--- src/design/ilg_pkg.sv ---
// Package for the intercept and landing guidance block.
// Holds widths, register indexes, opcodes, reset values and the control structs.
// Used by every other file of the block; depends on nothing.
package ilg_pkg;

  localparam int unsigned DATA_W    = 32;
  localparam int unsigned CFG_W     = 31;
  localparam int unsigned CFG_IDX_W = 3;
  localparam int unsigned OP_W      = 2;
  localparam int unsigned WIDE_W    = 64;

  // Configuration register indexes.
  localparam logic [CFG_IDX_W-1:0] CFG_TRACK_SPEED   = 3'd0;
  localparam logic [CFG_IDX_W-1:0] CFG_DESCEND_SPEED = 3'd1;
  localparam logic [CFG_IDX_W-1:0] CFG_SOFT_RADIUS   = 3'd2;
  localparam logic [CFG_IDX_W-1:0] CFG_SOFT_RADIUS_Z = 3'd3;
  localparam logic [CFG_IDX_W-1:0] CFG_TAKEOFF_ALT   = 3'd4;
  localparam logic [CFG_IDX_W-1:0] CFG_CLOSE_TOL     = 3'd5;

  // Register reset values (unsigned Q15.16).
  localparam logic [CFG_W-1:0] RST_TRACK_SPEED   = 31'd131072;
  localparam logic [CFG_W-1:0] RST_DESCEND_SPEED = 31'd32768;
  localparam logic [CFG_W-1:0] RST_SOFT_RADIUS   = 31'd65536;
  localparam logic [CFG_W-1:0] RST_SOFT_RADIUS_Z = 31'd655;
  localparam logic [CFG_W-1:0] RST_TAKEOFF_ALT   = 31'd131072;
  localparam logic [CFG_W-1:0] RST_CLOSE_TOL     = 31'd6554;

  // Item opcodes.
  localparam logic [OP_W-1:0] OP_VEHICLE = 2'd0;
  localparam logic [OP_W-1:0] OP_TARGET  = 2'd1;
  localparam logic [OP_W-1:0] OP_TICK    = 2'd2;

  // Multiplier operand selects.
  localparam logic [2:0] MS_DX  = 3'd0;
  localparam logic [2:0] MS_DY  = 3'd1;
  localparam logic [2:0] MS_DZ  = 3'd2;
  localparam logic [2:0] MS_SR  = 3'd3;
  localparam logic [2:0] MS_SRZ = 3'd4;
  localparam logic [2:0] MS_GD  = 3'd5;

  // Norm summation steps.
  localparam logic [1:0] SUM_XY = 2'd0;
  localparam logic [1:0] SUM_Z  = 2'd1;
  localparam logic [1:0] SUM_SD = 2'd2;
  localparam logic [1:0] SUM_SR = 2'd3;

  localparam logic [DATA_W-1:0] I32_MAX = 32'h7FFF_FFFF;
  localparam logic [DATA_W-1:0] I32_MIN = 32'h8000_0000;

  // Commands from the controller to the datapath.
  typedef struct packed {
    logic       accept;
    logic       tp_write_all;
    logic       tv_div_start;
    logic       tv_write;
    logic [1:0] ax;
    logic       out_takeoff;
    logic       load_d;
    logic       mul_en;
    logic [2:0] mul_sel;
    logic       sum_en;
    logic [1:0] sum_step;
    logic       sq_start;
    logic       sq_load;
    logic       sq_dst;
    logic       gd_div_start;
    logic       gd_write;
    logic       out_land;
  } cmd_t;

  // Status from the datapath to the controller.
  typedef struct packed {
    logic mode;
    logic dt_zero;
    logic div_done;
    logic sq_done;
    logic den_zero;
    logic out_free;
  } sts_t;

endpackage

--- src/design/ilg_ctrl.sv ---
// Controller state machine of the guidance block.
// Depends on ilg_pkg; sequences ilg_dp through command and status structs.
module ilg_ctrl (
  input  logic                     clk,
  input  logic                     rst_n,
  input  logic                     in_valid,
  input  logic [ilg_pkg::OP_W-1:0] in_op,
  output logic                     in_ready,
  input  ilg_pkg::sts_t            sts,
  output ilg_pkg::cmd_t            cmd
);

  localparam logic [3:0] S_IDLE    = 4'd0;
  localparam logic [3:0] S_TP      = 4'd1;
  localparam logic [3:0] S_TP_WAIT = 4'd2;
  localparam logic [3:0] S_TK0     = 4'd3;
  localparam logic [3:0] S_LD_D    = 4'd4;
  localparam logic [3:0] S_LD_MUL  = 4'd5;
  localparam logic [3:0] S_LD_SUM  = 4'd6;
  localparam logic [3:0] S_SQ      = 4'd7;
  localparam logic [3:0] S_SQ_WAIT = 4'd8;
  localparam logic [3:0] S_AX_MUL  = 4'd9;
  localparam logic [3:0] S_AX_DIV  = 4'd10;
  localparam logic [3:0] S_AX_WAIT = 4'd11;
  localparam logic [3:0] S_AX_WR   = 4'd12;
  localparam logic [3:0] S_LD_OUT  = 4'd13;

  logic [3:0] state_r, state_nxt;
  logic [1:0] ax_r, ax_nxt;
  logic [2:0] k_r, k_nxt;
  logic       accept;

  assign in_ready = (state_r == S_IDLE);
  assign accept   = in_valid && in_ready;

  // Next state and commands.
  always_comb begin
    state_nxt = state_r;
    ax_nxt    = ax_r;
    k_nxt     = k_r;
    cmd       = '0;
    cmd.ax       = ax_r;
    cmd.mul_sel  = k_r;
    cmd.sum_step = k_r[1:0];
    cmd.sq_dst   = k_r[0];
    cmd.accept   = accept;
    unique case (state_r)
      S_IDLE: begin
        if (accept) begin
          ax_nxt = 2'd0;
          k_nxt  = 3'd0;
          case (in_op)
            ilg_pkg::OP_TARGET: state_nxt = S_TP;
            ilg_pkg::OP_TICK:   state_nxt = sts.mode ? S_LD_D : S_TK0;
            default:            state_nxt = S_IDLE;
          endcase
        end
      end
      S_TP: begin
        if (sts.dt_zero) begin
          cmd.tp_write_all = 1'b1;
          state_nxt        = S_IDLE;
        end else begin
          cmd.tv_div_start = 1'b1;
          state_nxt        = S_TP_WAIT;
        end
      end
      S_TP_WAIT: begin
        if (sts.div_done) begin
          cmd.tv_write = 1'b1;
          if (ax_r == 2'd2) begin
            state_nxt = S_IDLE;
          end else begin
            ax_nxt    = ax_r + 1'b1;
            state_nxt = S_TP;
          end
        end
      end
      S_TK0: begin
        if (sts.out_free) begin
          cmd.out_takeoff = 1'b1;
          state_nxt       = S_IDLE;
        end
      end
      S_LD_D: begin
        cmd.load_d = 1'b1;
        state_nxt  = S_LD_MUL;
      end
      // Squares of the three distances and both softening radii.
      S_LD_MUL: begin
        cmd.mul_en = 1'b1;
        if (k_r == ilg_pkg::MS_SRZ) begin
          k_nxt     = 3'd0;
          state_nxt = S_LD_SUM;
        end else begin
          k_nxt = k_r + 1'b1;
        end
      end
      S_LD_SUM: begin
        cmd.sum_en = 1'b1;
        if (k_r[1:0] == ilg_pkg::SUM_SR) begin
          k_nxt     = 3'd0;
          state_nxt = S_SQ;
        end else begin
          k_nxt = k_r + 1'b1;
        end
      end
      // Full norm first, then the vertical norm.
      S_SQ: begin
        cmd.sq_start = 1'b1;
        state_nxt    = S_SQ_WAIT;
      end
      S_SQ_WAIT: begin
        if (sts.sq_done) begin
          cmd.sq_load = 1'b1;
          if (k_r[0]) begin
            ax_nxt    = 2'd0;
            state_nxt = S_AX_MUL;
          end else begin
            k_nxt     = 3'd1;
            state_nxt = S_SQ;
          end
        end
      end
      S_AX_MUL: begin
        cmd.mul_en  = 1'b1;
        cmd.mul_sel = ilg_pkg::MS_GD;
        state_nxt   = S_AX_DIV;
      end
      S_AX_DIV: begin
        if (sts.den_zero) begin
          state_nxt = S_AX_WR;
        end else begin
          cmd.gd_div_start = 1'b1;
          state_nxt        = S_AX_WAIT;
        end
      end
      S_AX_WAIT: begin
        if (sts.div_done) state_nxt = S_AX_WR;
      end
      S_AX_WR: begin
        cmd.gd_write = 1'b1;
        if (ax_r == 2'd2) begin
          state_nxt = S_LD_OUT;
        end else begin
          ax_nxt    = ax_r + 1'b1;
          state_nxt = S_AX_MUL;
        end
      end
      S_LD_OUT: begin
        if (sts.out_free) begin
          cmd.out_land = 1'b1;
          state_nxt    = S_IDLE;
        end
      end
      default: state_nxt = S_IDLE;
    endcase
  end

  always_ff @(posedge clk) begin
    if (!rst_n) begin
      state_r <= S_IDLE;
      ax_r    <= 2'd0;
      k_r     <= 3'd0;
    end else begin
      state_r <= state_nxt;
      ax_r    <= ax_nxt;
      k_r     <= k_nxt;
    end
  end

endmodule

--- config.mk ---
export PLATFORM = sky130hd
export DESIGN_NAME = ilg_ctrl
export DESIGN_NICKNAME = d
export VERILOG_FILES = /design/src/design/ilg_pkg.sv /design/src/design/ilg_ctrl.sv
export SDC_FILE = /design/constraint.sdc
export NUM_CORES = 1
export LEC_CHECK = 0
export BUFFER_PORTS_ARGS = -buffer_cell sky130_fd_sc_hd__buf_4
export CORE_MARGIN = 1
export CORE_UTILIZATION = 55
export DETAILED_ROUTE_END_ITERATION = 10
export HOLD_SLACK_MARGIN = 0.1
export MAX_ROUTING_LAYER = met4
export PLACE_DENSITY = 0.92
export SYNTH_ARGS = -nofsm -noshare
export SYNTH_HDL_FRONTEND = slang
export SYNTH_SLANG_ARGS = --single-unit
--- constraint.sdc ---
create_clock -name clk -period 5.4 [get_ports clk]
set_clock_uncertainty 0.2 [all_clocks]
set_input_delay 0.27 -clock clk [delete_from_list [all_inputs] [get_ports clk]]
set_output_delay 0.27 -clock clk [all_outputs]
set_load 0.02 [all_outputs]
Word level (Yosys, flattened, before mapping):

Cells that the tools add are included.

* logic and storage cells: 88
* bits in registers: 9
* output and inout bits: 22

* add/sub/neg operators: 2
* reduce and logical (&&, ||, !) cells: 10
* equal/unequal tests: 27
* multiplexer cells: 45

Operators with widths (count)
* $pmux W4 S13: 1
* $mux W4: 8
* $mux W3: 9
* $eq A4 B4 Y1 const B: 6
* $mux W1: 17
* $eq A4 B3 Y1 const B: 4
* $mux W2: 7
* $ne A2 B2 Y1 const B: 7
* $pmux W3 S4: 1
* $eq A4 B2 Y1 const B: 2
* $pmux W2 S4: 1
* $reduce_bool A4 Y1: 2
* $reduce_and A7 Y1: 1
* $eq A2 B2 Y1 const B: 3
* $pmux W3 S2: 1
* $reduce_and A5 Y1: 1
* $eq A4 B1 Y1 const B: 1
* $logic_not A4 Y1: 1
* $ne A2 B1 Y1 const B: 2
* $reduce_and A4 Y1: 1
* $reduce_or A2 Y1: 2
* $add A3 B1 Y3 const B: 1
* $eq A3 B3 Y1 const B: 1
* $reduce_and A3 Y1: 1
* 3 further kinds: 3

Logic depth before layout (Yosys ltp):

* depth in word-level cells: 4
* depth in mapped cells: 7

Worst setup path after synthesis:

No wires, ideal clock.

* path kind: register to output
* start: reg state_r[0]
* end: out cmd[20] (netlist name)
* stages on the path, launching flop included: 6
* setup slack: 3373 ps
* arrival time: 1557 ps
* path through: dfxtp_1 buf_2 buf_2 nor4_2 and2_1 buf_4

* cells in the longest elaborated chain, start to end: 2

RTL lines
* start, declared: line ilg_ctrl.sv:28 `logic [3:0] state_r, state_nxt;`
* start signal, assigned: line ilg_ctrl.sv:166 `state_r <= state_nxt;`
* $logic_not A4 Y1: line ilg_ctrl.sv:33 `assign in_ready = (state_r == S_IDLE);`
* via in_ready: line ilg_ctrl.sv:8 `output logic in_ready,`
* $logic_and A1 B1 Y1: line ilg_ctrl.sv:34 `assign accept = in_valid && in_ready;`
* end, declared: line ilg_ctrl.sv:10 `output ilg_pkg::cmd_t cmd`

The timed path passes the listed nets, and every way through them passes these cells.

==> flow_summary.html <==
<table>
<tr><th>Metric</th><th>Value</th></tr>
<tr><th colspan="2">Run status</th></tr>
<tr><td>Run status</td><td>finished, final reports clean</td></tr>
<tr><th colspan="2">Global route</th></tr>
<tr><td>Number of global-route vias before repair</td><td>923</td></tr>
<tr><td>Global Route met3 Usage</td><td>0.0706</td></tr>
<tr><td>Wire length of the first global-routing pass</td><td>4090 um</td></tr>
<tr><td>Antenna violations before repair</td><td>0</td></tr>
<tr><td>M1 GR Usage</td><td>0.336</td></tr>
<tr><td>Met2 routing resource usage after global routing</td><td>0.476</td></tr>
<tr><td>Pin count of the biggest net entering global routing</td><td>30</td></tr>
<tr><td>Busiest grt layer</td><td>met2</td></tr>
<tr><td>Overall track demand over capacity in global routing</td><td>0.274</td></tr>
<tr><td>Leftover overflow at the end of global routing</td><td>0</td></tr>
<tr><th colspan="2">Final layout</th></tr>
<tr><td>Area growth from synthesis to layout</td><td>19.2%</td></tr>
<tr><td>Footprint of the multi-input gates</td><td>751 sq um</td></tr>
<tr><td>Nets</td><td>180</td></tr>
<tr><td>Antenna fix cells</td><td>0</td></tr>
<tr><td>Layout Cell Area excl Fill</td><td>1280 sq um</td></tr>
<tr><td>Number of fill cells</td><td>151</td></tr>
<tr><td>Proportion of layout cells with a drive suffix above 1</td><td>0.278</td></tr>
<tr><td>Area taken by flip-flops and latches</td><td>180 sq um</td></tr>
<tr><th colspan="2">Place</th></tr>
<tr><td>Pre-CTS setup slack</td><td>2980 ps</td></tr>
<tr><td>Post-place instance area</td><td>1240 sq um</td></tr>
<tr><td>HPWL after DPL</td><td>1960 um</td></tr>
<tr><td>GP Congestion</td><td>0.853</td></tr>
<tr><td>Count of input and output buffers</td><td>32</td></tr>
<tr><th colspan="2">Clocking</th></tr>
<tr><td>Buffers inserted by post-CTS timing repair</td><td>0</td></tr>
<tr><td>Clock latency on the worst-skew pair</td><td>260 ps</td></tr>
<tr><td>Number of buffers created by CTS</td><td>3</td></tr>
<tr><td>Total of cells resized after clock tree synthesis</td><td>0</td></tr>
<tr><td>CTS tree</td><td>yes</td></tr>
<tr><td>Count of hold-fix buffers inserted at cts</td><td>1</td></tr>
<tr><td>TritonCTS Sinks</td><td>9</td></tr>
<tr><td>Clock-pin slew on the worst setup and hold paths</td><td>50 ps</td></tr>
<tr><td>H-tree Lvls</td><td>1</td></tr>
<tr><td>Clock tree root buffer cell</td><td>clkbuf_4</td></tr>
<tr><td>CTS max path bufs</td><td>2</td></tr>
<tr><th colspan="2">Setup path</th></tr>
<tr><td>Peak fanout along the critical path</td><td>28</td></tr>
<tr><td>Endpoint arrival time on the critical path</td><td>2120 ps</td></tr>
<tr><td>Critical setup path kind</td><td>reg -&gt; out</td></tr>
<tr><td>Category of the worst setup path capture point</td><td>primary output</td></tr>
<tr><td>Worst EP required</td><td>4930 ps</td></tr>
<tr><td>Setup crit start kind</td><td>flip-flop</td></tr>
<tr><th colspan="2">Yosys</th></tr>
<tr><td>Cell type contributing the most total cell area after synthesis</td><td>dfxtp_1</td></tr>
<tr><td>Number of warnings reported in the yosys synthesis log</td><td>0</td></tr>
<tr><td>Prevailing post-synth register cell</td><td>dfxtp_1</td></tr>
<tr><td>Post-synth EDFFs</td><td>0</td></tr>
<tr><td>FFs w/ async S/R, synth</td><td>0</td></tr>
<tr><td>Netlist area before placement</td><td>1070 sq um</td></tr>
<tr><td>Library cells used by synthesis</td><td>44</td></tr>
<tr><td>Register area share after synthesis</td><td>0.168</td></tr>
<tr><td>Area share of the largest cell type after synthesis</td><td>0.168</td></tr>
<tr><td>Dominant cells by area after synthesis</td><td>dfxtp_1, ha_1, nand2_1, nor4bb_1, and3_1</td></tr>
<tr><td>Post-synthesis net count</td><td>157</td></tr>
<tr><td>Mean instance size in the synthesized netlist</td><td>7.65 sq um</td></tr>
<tr><td>Gate count after technology mapping</td><td>140</td></tr>
<tr><td>Flops &amp; latches, synth</td><td>9</td></tr>
<tr><th colspan="2">Power</th></tr>
<tr><td>Switching Power</td><td>0.274 mW</td></tr>
<tr><td>Leakage component of the power</td><td>0.588 nW</td></tr>
<tr><td>Clock network fraction of total power</td><td>0.094</td></tr>
<tr><td>Total power of the final layout</td><td>0.539 mW</td></tr>
<tr><td>Comb pwr share</td><td>0.620</td></tr>
<tr><td>Worst IR drop on VDD</td><td>0.000293 V</td></tr>
<tr><td>Fraction of power consumed by sequential logic</td><td>0.286</td></tr>
<tr><td>Internal Power</td><td>0.265 mW</td></tr>
<tr><td>Cell area power density</td><td>423 nW/um^2</td></tr>
<tr><td>Switching power share of the total</td><td>0.509</td></tr>
<tr><th colspan="2">STA</th></tr>
<tr><td>Number of hold violations in the final report</td><td>0</td></tr>
<tr><td>Relative slew margins</td><td>0.361</td></tr>
<tr><td>Final Setup Violations</td><td>0</td></tr>
<tr><td>Final total negative setup slack</td><td>0 ps</td></tr>
<tr><td>Final worst path period share</td><td>0.479</td></tr>
<tr><td>Peak Freq</td><td>0.387 GHz</td></tr>
<tr><td>Setup repair after global routing missed its margin</td><td>false</td></tr>
<tr><td>Max Transition Viols Final</td><td>0</td></tr>
<tr><td>Worst setup slack after layout</td><td>2810 ps</td></tr>
<tr><td>Pin slew with the least headroom to its limit</td><td>957 ps</td></tr>
<tr><td>Final worst path period need</td><td>2590 ps</td></tr>
<tr><th colspan="2">Detailed routing</th></tr>
<tr><td>DRT antenna net count</td><td>0</td></tr>
<tr><td>Number of vias per cell</td><td>5.89</td></tr>
<tr><td>DRC marker count from the first detailed-route iteration</td><td>14</td></tr>
<tr><td>Number of optimization iterations in the first detailed-route pass</td><td>4</td></tr>
<tr><td>Total wirelength of the detailed-routed design</td><td>2630 um</td></tr>
<tr><td>Number of DRC violations after detailed routing</td><td>0</td></tr>
<tr><td>Post-DR wirelength/cell</td><td>14.1 um</td></tr>
<tr><td>Vias after detailed routing</td><td>1102</td></tr>
<tr><th colspan="2">Die</th></tr>
<tr><td>Horizontal die dimension</td><td>46.1 um</td></tr>
<tr><td>Row cnt</td><td>15</td></tr>
<tr><td>Die area</td><td>2130 sq um</td></tr>
<tr><td>Core Region</td><td>1780 sq um</td></tr>
<tr><td>Number of placed I/O pins</td><td>33</td></tr>
<tr><td>Effective utilization at floorplan</td><td>0.601</td></tr>
<tr><td>Height of the chip</td><td>46.1 um</td></tr>
<tr><th colspan="2">Worst hold path</th></tr>
<tr><td>Type of the worst min-delay path</td><td>in -&gt; reg</td></tr>
<tr><th colspan="2">Flow run</th></tr>
<tr><td>Count of maximum capacitance violations</td><td>0</td></tr>
</table>
-- flip-flops by register name, summed over array words and instances, names as in the netlist --
name,flops
state_r,4
k_r,3
ax_r,2
-- layout make-up --
cell class / instances / area share
multi-input cells: 106 / 0.588
clock buffers: 4 / 0.0206
inverters: 10 / 0.0294
repair buffers: 33 / 0.196
flip-flops and latches: 9 / 0.141
well taps: 25 / 0.0245
-- stage by stage --
stage / hold slack, ps / util / instances
after floorplan: 321 / - / 140
after CTS: 231 / 0.716 / 187
after detailed placement: 280 / 0.695 / 182
final: 233 / 0.716 / 187
after global routing: 275 / 0.716 / 187
after global placement: 258 / 0.695 / 182
-- logic make-up (layout without fill, tap and decap cells) --
| logic type | Yosys count | in the layout | synth area share |
|---|---|---|---|
| xor+xnor | 2 | 2 | 0.0164 |
| buf+inv | 25 | 47 | 0.131 |
| fa+ha+maj | 6 | 6 | 0.0701 |
| simple gates | 63 | 63 | 0.340 |
| flops | 9 | 9 | 0.168 |
| mux | 2 | 2 | 0.0187 |
| compound gates | 33 | 33 | 0.256 |
-- critical path: stages, from the launching register on --
cell and delay [ps]:
dfxtp_1 940, nor2_1 210, and3_1 270, or2_2 270
buf_4 160
-- power groups by stage --
stage / registers, mW / logic (mW) / clock network [mW]
finish: 0.154 / 0.335 / 0.0506
floorplan: 0.0928 / 0.330 / 0
CTS: 0.152 / 0.334 / 0.0512
global route: 0.160 / 0.366 / 0.0561
global placement: 0.151 / 0.323 / 0
detailed placement: 0.154 / 0.332 / 0
-- cells in the mapped netlist (2+ instances only) --
master	count
nand2_1	12
inv_1	10
dfxtp_1	9
nor2_1	9
buf_2	7
nor3_1	7
and3_1	6
ha_1	6
nand2b_1	5
nor2b_1	5
o21ai_0	5
a21oi_1	4
buf_4	4
nor4bb_1	4
and2_1	3
buf_6	3
o211a_1	3
o211ai_1	3
a21boi_1	2
a221oi_2	2
mux2i_1	2
nand3_1	2
o21a_1	2
o22ai_1	2
or2_2	2
or3_1	2
xnor2_1	2
-- worst paths after layout --
path	startpoint	cells past startpoint	slack, ps	endpoint
worst max-delay path	state_r[2]	4	2810	cmd[11]
worst min-delay path	sts[1]	4	230	state_r[2]
worst max register to register	state_r[3]	4	2930	state_r[2]
worst min register to register	ax_r[1]	2	290	ax_r[1]
-- routing by layer --
| layer | part of all wire | routed length (um) |
|---|---|---|
| met4 | 0 | 0 |
| met3 | 0.041 | 108 |
| met5 | 0 | 0 |
| met1 | 0.44 | 1150 |
| met2 | 0.52 | 1370 |
-- placed cells by master (no fill, tap or decap), types with 2 or more instances in the layout --
master / synthesis / layout
a21oi_1: 4 / 4
inv_1: 10 / 10
nor2b_1: 5 / 5
nand2_1: 12 / 12
or3_1: 2 / 2
o21ai_0: 5 / 5
a21boi_1: 2 / 2
and3_1: 6 / 6
mux2i_1: 2 / 2
nor4bb_1: 4 / 4
o21a_1: 2 / 2
nand2b_1: 5 / 5
o22ai_1: 2 / 2
nand3_1: 2 / 2
dfxtp_1: 9 / 9
xnor2_1: 2 / 2
nor3_1: 7 / 7
a221oi_2: 2 / 2
or2_2: 2 / 2
o211a_1: 3 / 3
ha_1: 6 / 6
o211ai_1: 3 / 3
clkbuf_4: 0 / 3
and2_1: 3 / 3
nor2_1: 9 / 9
buf_4: 4 / 32
Power figures use the tool's default switching activity.
